[src/hw/rtl/assert_macros.svh]
// assertion macros for the substring search block
`ifndef ASSERT_MACROS_SVH
`define ASSERT_MACROS_SVH
`ifndef SYNTH
`define ASSERT_IMPLY(label, clk, rst, lhs, rhs) \
  label: assert property (@(posedge clk) disable iff (rst) (lhs) |-> (rhs)) \
    else $error("assertion failed");
`define ASSERT_NEXT(label, clk, rst, lhs, rhs) \
  label: assert property (@(posedge clk) disable iff (rst) (lhs) |=> (rhs)) \
    else $error("assertion failed");
`else
`define ASSERT_IMPLY(label, clk, rst, lhs, rhs)
`define ASSERT_NEXT(label, clk, rst, lhs, rhs)
`endif
`endif

[src/hw/rtl/cisss_pkg.sv]
// shared types, constants and functions for the substring search block
package cisss_pkg;

  localparam int MAX_NEEDLE    = 32;
  localparam int POSITION_BITS = 32;
  localparam int LEN_W         = 6;
  localparam int WORD_W        = 64;
  localparam int NEEDLE_WORDS  = 4;
  localparam int NEEDLE_BYTES  = NEEDLE_WORDS * 8;
  localparam int NB_IDX_W      = $clog2(NEEDLE_BYTES);
  localparam int INDEX_W       = 32;
  localparam int ADDR_W        = 6;
  localparam int REG_SEL_W     = 3;

  localparam logic [POSITION_BITS-1:0] POS_MAX = '1;

  localparam logic [7:0] FOLD_MASK = 8'hDF;
  localparam logic [7:0] CHAR_A    = 8'h41;
  localparam logic [7:0] CHAR_Z    = 8'h5A;

  typedef enum logic [REG_SEL_W-1:0] {
    REG_LENGTH = 3'd0,
    REG_WORD0  = 3'd1,
    REG_WORD1  = 3'd2,
    REG_WORD2  = 3'd3,
    REG_WORD3  = 3'd4
  } reg_sel_t;

  typedef logic [NEEDLE_WORDS-1:0][WORD_W-1:0] words_t;
  typedef logic [MAX_NEEDLE-1:0][7:0]          window_t;

  typedef struct packed {
    logic [7:0] data_byte;
    logic       last_byte;
  } item_t;

  typedef struct packed {
    window_t               aligned;
    logic [MAX_NEEDLE-1:0] mask;
    logic                  len_ok;
    logic                  len_zero;
    logic [LEN_W-1:0]      len;
  } needle_t;

  typedef struct packed {
    logic               found;
    logic [INDEX_W-1:0] match_index;
  } result_t;

  function automatic logic [7:0] fold_upper(input logic [7:0] c);
    logic [7:0] u;
    u = c & FOLD_MASK;
    return (u >= CHAR_A && u <= CHAR_Z) ? u : c;
  endfunction

  function automatic logic [7:0] needle_byte(input words_t words, input logic [LEN_W-1:0] k);
    logic [NEEDLE_BYTES-1:0][7:0] bytes;
    bytes = words;
    if (32'(k) >= NEEDLE_BYTES) begin
      return 8'd0;
    end
    return bytes[k[NB_IDX_W-1:0]];
  endfunction

endpackage

[src/hw/rtl/cisss_needle_align.sv]
// lines the needle up against the window, newest byte first, and registers it
module cisss_needle_align
  import cisss_pkg::*;
(
  input  logic             clk,
  input  logic             rst,
  input  logic [LEN_W-1:0] needle_length,
  input  words_t           needle_words,
  output needle_t          needle
);

  needle_t needle_next;

  always_comb begin
    needle_next = '0;
    needle_next.len      = needle_length;
    needle_next.len_zero = (needle_length == '0);
    needle_next.len_ok   = (needle_length != '0) && (32'(needle_length) <= MAX_NEEDLE);
    for (int j = 0; j < MAX_NEEDLE; j++) begin
      needle_next.mask[j] = (needle_length > LEN_W'(j));
      needle_next.aligned[j] =
        needle_byte(needle_words, LEN_W'(needle_length - LEN_W'(j) - LEN_W'(1)));
    end
  end

  always_ff @(posedge clk) begin
    if (rst) begin
      needle <= '0;
    end else begin
      needle <= needle_next;
    end
  end

endmodule

[src/hw/rtl/cisss_match.sv]
// folded byte window, full needle compare, position count and first match
module cisss_match
  import cisss_pkg::*;
(
  input  logic    clk,
  input  logic    rst,
  input  logic    fire,
  input  item_t   item,
  input  needle_t needle,
  output result_t result
);

  window_t                  window;
  window_t                  window_next;
  logic [POSITION_BITS-1:0] bytes_seen;
  logic [POSITION_BITS-1:0] bytes_seen_next;
  logic                     match_seen;
  logic                     match_seen_next;
  logic [POSITION_BITS-1:0] match_start;
  logic [POSITION_BITS-1:0] match_start_next;
  logic [MAX_NEEDLE-1:0]    eq;
  logic                     hit;

  always_comb begin
    window_next[0] = fold_upper(item.data_byte);
    for (int j = 1; j < MAX_NEEDLE; j++) begin
      window_next[j] = window[j-1];
    end
    for (int j = 0; j < MAX_NEEDLE; j++) begin
      eq[j] = !needle.mask[j] || (window_next[j] == needle.aligned[j]);
    end
    bytes_seen_next = (bytes_seen == POS_MAX) ? bytes_seen : bytes_seen + POSITION_BITS'(1);
    hit = !match_seen && needle.len_ok && (&eq) &&
          (bytes_seen_next >= POSITION_BITS'(needle.len));
    match_seen_next  = match_seen || hit;
    match_start_next = hit ? bytes_seen_next - POSITION_BITS'(needle.len) : match_start;
  end

  always_comb begin
    if (needle.len_zero) begin
      result.found       = 1'b1;
      result.match_index = '0;
    end else if (match_seen_next) begin
      result.found       = 1'b1;
      result.match_index = match_start_next[INDEX_W-1:0];
    end else begin
      result.found       = 1'b0;
      result.match_index = '0;
    end
  end

  always_ff @(posedge clk) begin
    if (rst) begin
      window <= '0;
    end else if (fire) begin
      window <= window_next;
    end
  end

  always_ff @(posedge clk) begin
    if (rst) begin
      bytes_seen  <= '0;
      match_seen  <= 1'b0;
      match_start <= '0;
    end else if (fire) begin
      if (item.last_byte) begin
        bytes_seen  <= '0;
        match_seen  <= 1'b0;
        match_start <= '0;
      end else begin
        bytes_seen  <= bytes_seen_next;
        match_seen  <= match_seen_next;
        match_start <= match_start_next;
      end
    end
  end

endmodule

[src/hw/rtl/case_insensitive_substring_search.sv]
// one haystack byte is taken per cycle while in_ready is high; a held last byte stalls input
// a result passes through the input register, then the compare of the folded window against
//   the needle feeds the result register
// the needle registers feed an alignment register, so an item must follow a write by a cycle
// reset clears the search state, the needle registers and both handshake stages
// top level of the case-insensitive substring search block
module case_insensitive_substring_search
  import cisss_pkg::*;
(
  input  logic               clk,
  input  logic               rst,
  input  logic               psel,
  input  logic               penable,
  input  logic               pwrite,
  input  logic [ADDR_W-1:0]  paddr,
  input  logic [WORD_W-1:0]  pwdata,
  output logic [WORD_W-1:0]  prdata,
  output logic               pready,
  input  logic               in_valid,
  output logic               in_ready,
  input  logic [7:0]         data_byte,
  input  logic               last_byte,
  output logic               out_valid,
  input  logic               out_ready,
  output logic               found,
  output logic [INDEX_W-1:0] match_index
);

`include "assert_macros.svh"

  logic [LEN_W-1:0] needle_length;
  words_t           needle_words;
  needle_t          needle;
  reg_sel_t         reg_sel;
  logic             wr_en;

  item_t   s1;
  logic    s1_valid;
  logic    s1_fire;
  result_t result;
  result_t out_beat;

  assign pready  = 1'b1;
  assign reg_sel = reg_sel_t'(paddr[ADDR_W-1:ADDR_W-REG_SEL_W]);
  assign wr_en   = psel && penable && pwrite;

  always_ff @(posedge clk) begin
    if (rst) begin
      needle_length <= '0;
      needle_words  <= '0;
    end else if (wr_en) begin
      case (reg_sel)
        REG_LENGTH: needle_length   <= pwdata[LEN_W-1:0];
        REG_WORD0:  needle_words[0] <= pwdata;
        REG_WORD1:  needle_words[1] <= pwdata;
        REG_WORD2:  needle_words[2] <= pwdata;
        REG_WORD3:  needle_words[3] <= pwdata;
        default: begin
        end
      endcase
    end
  end

  always_comb begin
    case (reg_sel)
      REG_LENGTH: prdata = WORD_W'(needle_length);
      REG_WORD0:  prdata = needle_words[0];
      REG_WORD1:  prdata = needle_words[1];
      REG_WORD2:  prdata = needle_words[2];
      REG_WORD3:  prdata = needle_words[3];
      default:    prdata = '0;
    endcase
  end

  cisss_needle_align u_align (
    .clk           (clk),
    .rst           (rst),
    .needle_length (needle_length),
    .needle_words  (needle_words),
    .needle        (needle)
  );

  // a last byte waits in the input register until the result slot frees
  assign s1_fire  = s1_valid && (!s1.last_byte || !out_valid || out_ready);
  assign in_ready = !s1_valid || s1_fire;

  always_ff @(posedge clk) begin
    if (rst) begin
      s1_valid <= 1'b0;
    end else if (in_ready) begin
      s1_valid <= in_valid;
    end
  end

  always_ff @(posedge clk) begin
    if (in_ready && in_valid) begin
      s1.data_byte <= data_byte;
      s1.last_byte <= last_byte;
    end
  end

  cisss_match u_match (
    .clk    (clk),
    .rst    (rst),
    .fire   (s1_fire),
    .item   (s1),
    .needle (needle),
    .result (result)
  );

  always_ff @(posedge clk) begin
    if (rst) begin
      out_valid <= 1'b0;
    end else if (s1_fire && s1.last_byte) begin
      out_valid <= 1'b1;
    end else if (out_ready) begin
      out_valid <= 1'b0;
    end
  end

  always_ff @(posedge clk) begin
    if (s1_fire && s1.last_byte) begin
      out_beat <= result;
    end
  end

  assign found       = out_beat.found;
  assign match_index = out_beat.match_index;

  `ASSERT_IMPLY(a_index_zero_when_missing, clk, rst, out_valid && !found, match_index == '0)
  `ASSERT_NEXT(a_last_makes_result, clk, rst, s1_fire && s1.last_byte, out_valid)
  `ASSERT_NEXT(a_stage_holds, clk, rst, s1_valid && !s1_fire, s1_valid)

endmodule
[config.mk]
export PLATFORM = sky130hd
export DESIGN_NAME = case_insensitive_substring_search
export DESIGN_NICKNAME = d
export VERILOG_FILES = /design/src/hw/rtl/cisss_pkg.sv /design/src/hw/rtl/cisss_needle_align.sv /design/src/hw/rtl/cisss_match.sv /design/src/hw/rtl/case_insensitive_substring_search.sv
export VERILOG_INCLUDE_DIRS = /design/src /design/src/hw/rtl
export SDC_FILE = /design/constraint.sdc
export NUM_CORES = 2
export LEC_CHECK = 0
export BUFFER_PORTS_ARGS = -buffer_cell sky130_fd_sc_hd__buf_2
export CORE_ASPECT_RATIO = 0.8
export CORE_MARGIN = 2
export CORE_UTILIZATION = 57
export DETAILED_ROUTE_END_ITERATION = 10
export PLACE_DENSITY = 0.87
export RECOVER_POWER = 25
export SYNTH_ARGS = -nofsm -noshare
export SYNTH_HDL_FRONTEND = slang
export SYNTH_SLANG_ARGS = --single-unit
[constraint.sdc]
create_clock -name clk -period 4.6 [get_ports clk]
set_input_delay 0.92 -clock clk [delete_from_list [all_inputs] [get_ports clk]]
set_output_delay 0.92 -clock clk [all_outputs]
set_load 0.01 [all_outputs]
==> metrics <==
status complete, but fails checks; failing checks DRC, capacitance limit, slew limit; Nets 5907; initial antenna violation count 22; CP Capture Type flip-flop; Hold Vio Cnt, Final 0; P_leak 18.7 nW; Synth top area share 0.332; routed len/inst 29.0 um; max cap viols 6; min-delay worst type primary input to flip-flop; Detailed Route Iter0 Violations 9255; largest family of logic cells by synthesized area multiplexers; post-synthesis adder-cell area fraction 0.00703; clock latency on the worst-skew pair 0.71 ns; CP startpoint kind flip-flop; Die Ht 276 um; Compound-Gate Fraction of Synth Area 0.124; Worst-Margin Slew 2.38 ns; register area share after synthesis 0.356; fmax 218 MHz; CP Class flip-flop to flip-flop; crit path time final 4.59 ns; worst r2r src needle_length[0]; Root Buffer clkbuf_16; synthesis-stage register bit count 915; # fillers 7101; Max FO, Critical Path 49; min setup slack post-route 0.00596 ns; TNS Setup 0 ns; clock buffer count from CTS 90; Synth top cells by count nand2_1, dfxtp_1, a21oi_1, mux4_2, xnor2_1; Final Util 0.633; clock skew after layout 0.0479 ns; Primary FF master, synth dfxtp_1; final routed DRC violation total 1; # setup viols final 0; R2R Setup Slk 0.006 ns; Syn Area/Cell 9.04 um^2; number of flops mapped to enable cells by yosys 42; Mapped Nets 5946; CP required 5.15 ns; row cnt 99; period utilization 0.999; Reg area 18800 um^2; area added between synthesis and finish 9.84%; routability-driven placement congestion ratio 1.22; CTS tree built; # IOs 186; vias in the first global route 44868; Inst Count DP 6909; die area 94900 um^2; remaining global-route overflow 0; gr usage total 0.423; Worst EP arrival 5.14 ns; Final Max Tran Viols 527; first-pass GRT wire length 295 mm; launch point of the critical path needle_length[0]; hold buffer count at CTS 0; Port Buffers 181; Post-Syn Instances 5831; placed inst area 54900 um^2; maximum number of pins on one net before global-route repair 206; Clock transition at path regs 0.06 ns; Cell variety after synth 78; core area 91400 um^2; die width 344 um; r2r worst-path depth 10; area of the multi-input gates 32200 um^2; FFs w/ async S/R, synth 0; DP HPWL 152 mm; Via density 6.96; post-synthesis xor/xnor area fraction 0.0611; Peak VDD IR 325 uV; Initial Utilization 0.576; Final Cell Area 57900 um^2; mux contribution to synthesized area 0.247; via count 49439; pwr dens 283 nW/um^2; DRT antenna net count 0; relative slew slack -0.590; share of cells above drive strength 1 0.191; Total Wirelength 206 mm; top cells by area, synth dfxtp_1, mux4_2, nand2_1; r2r endpoint u_align.needle[50]; worst-case clock buffer depth 3; Yosys top cell by area dfxtp_1; Critical Path Sink u_align.needle[50]; Final Non-Filler Cells 7100; detailed-router iteration count before antenna repair 11; clock sink count 915; dpl ws 0.141 ns; most frequent cell after synthesis nand2_1; Clock H-tree levels 3; synthesized area 52700 um^2; Simple-Gate Fraction of Synth Area 0.168; Synth Warn # 0
-- power by group --
group          total (mW)  internal (mW)  switching [mW]  leakage (nW)
clock                7.46           4.15            3.31          1.45
combinational       0.833          0.246           0.587          9.82
sequential           8.07           8.01          0.0573          7.45
-- registers in the layout, summed over array words and instances, names as in the netlist --
| signal | count |
|---|---|
| needle_length | 6 |
| u_match.match_seen | 1 |
| found | 1 |
| s1_valid | 1 |
| u_match.match_start | 32 |
| u_match.bytes_seen | 32 |
| match_index | 32 |
| out_valid | 1 |
| needle_words | 256 |
| u_align.needle | 296 |
| u_match.window | 248 |
| s1 | 9 |
-- how the worst min path moves through the flow --
stage	from	to	slack, ns	cells after the start
6_report	data_byte[3]	s1[4]	0.41	1
5_1_grt	data_byte[3]	s1[4]	0.40	1
4_1_cts	last_byte	s1[0]	0.39	1
3_5_place_dp	u_match.match_start[23]	u_match.match_start[23]	0.45	1
3_3_place_gp	u_match.match_start[20]	u_match.match_start[20]	0.45	1
2_1_floorplan	u_match.match_start[18]	u_match.match_start[18]	0.43	1
-- cells by family after synthesis --
logic type,after synthesis
buffers and inverters,504
adder cells (fa/ha/maj),29
AO/OA/AOI/OAI,1155
AND/OR/NAND/NOR,2157
multiplexers,703
other,1
flip-flops,915
XOR/XNOR,367
-- what timing repair did --
action | 4_1_cts | 5_1_grt
endpoints found under the setup margin | 0 | 66
gates resized for setup | 0 | 16
buffers inserted | 0 | 3
-- stage by stage --
stage	hold slack, ns	total power [mW]
floorplan	0.433	8.72
global placement	0.446	9.02
detailed placement	0.447	9.03
CTS	0.390	16.3
global route	0.401	16.7
finish	0.408	16.4
-- worst max-delay path: stages (launching register included) --
cell and delay (ns):
dfxtp_1 0.57, inv_1 0.42, ha_1 0.55, xnor2_2 0.38, and3_1 0.33, xor2_4 0.18, buf_12 0.29, mux4_2 0.38
mux4_2 0.47, mux2i_1 0.67, nor2_1 0.09
-- placed cells by master (no fill, tap or decap), drive strengths merged, types with 31 or more instances in the layout --
| cell | n |
|---|---|
| buf | 296 |
| inv | 31 |
| clkbuf | 185 |
| mux2 | 151 |
| edfxtp | 42 |
| nor2 | 268 |
| nand2 | 1610 |
| mux2i | 88 |
| a21oi | 715 |
| nand3 | 36 |
| nand2b | 33 |
| o21ai | 166 |
| xnor2 | 341 |
| dfxtp | 873 |
| mux4 | 464 |
| a22oi | 157 |
| nand4 | 100 |
-- routing by layer --
metal,routed length [um],global-route usage,up-vias
met5,712,0.0451,-
met3,39800,0.242,935
met2,81700,0.585,4447
met4,14200,0.219,22
met1,69800,0.519,23401
li1,-,-,20634
-- layout make-up --
class	instances	share of cell area
multi-input combinational	4412	0.557
sequential	915	0.324
clock buffer	135	0.0460
timing repair buffer	346	0.0392
tap	1212	0.0262
clock inverter	28	0.00515
inverter	27	0.00175
antenna	25	0.00108
(Power assumes the default switching activity.)
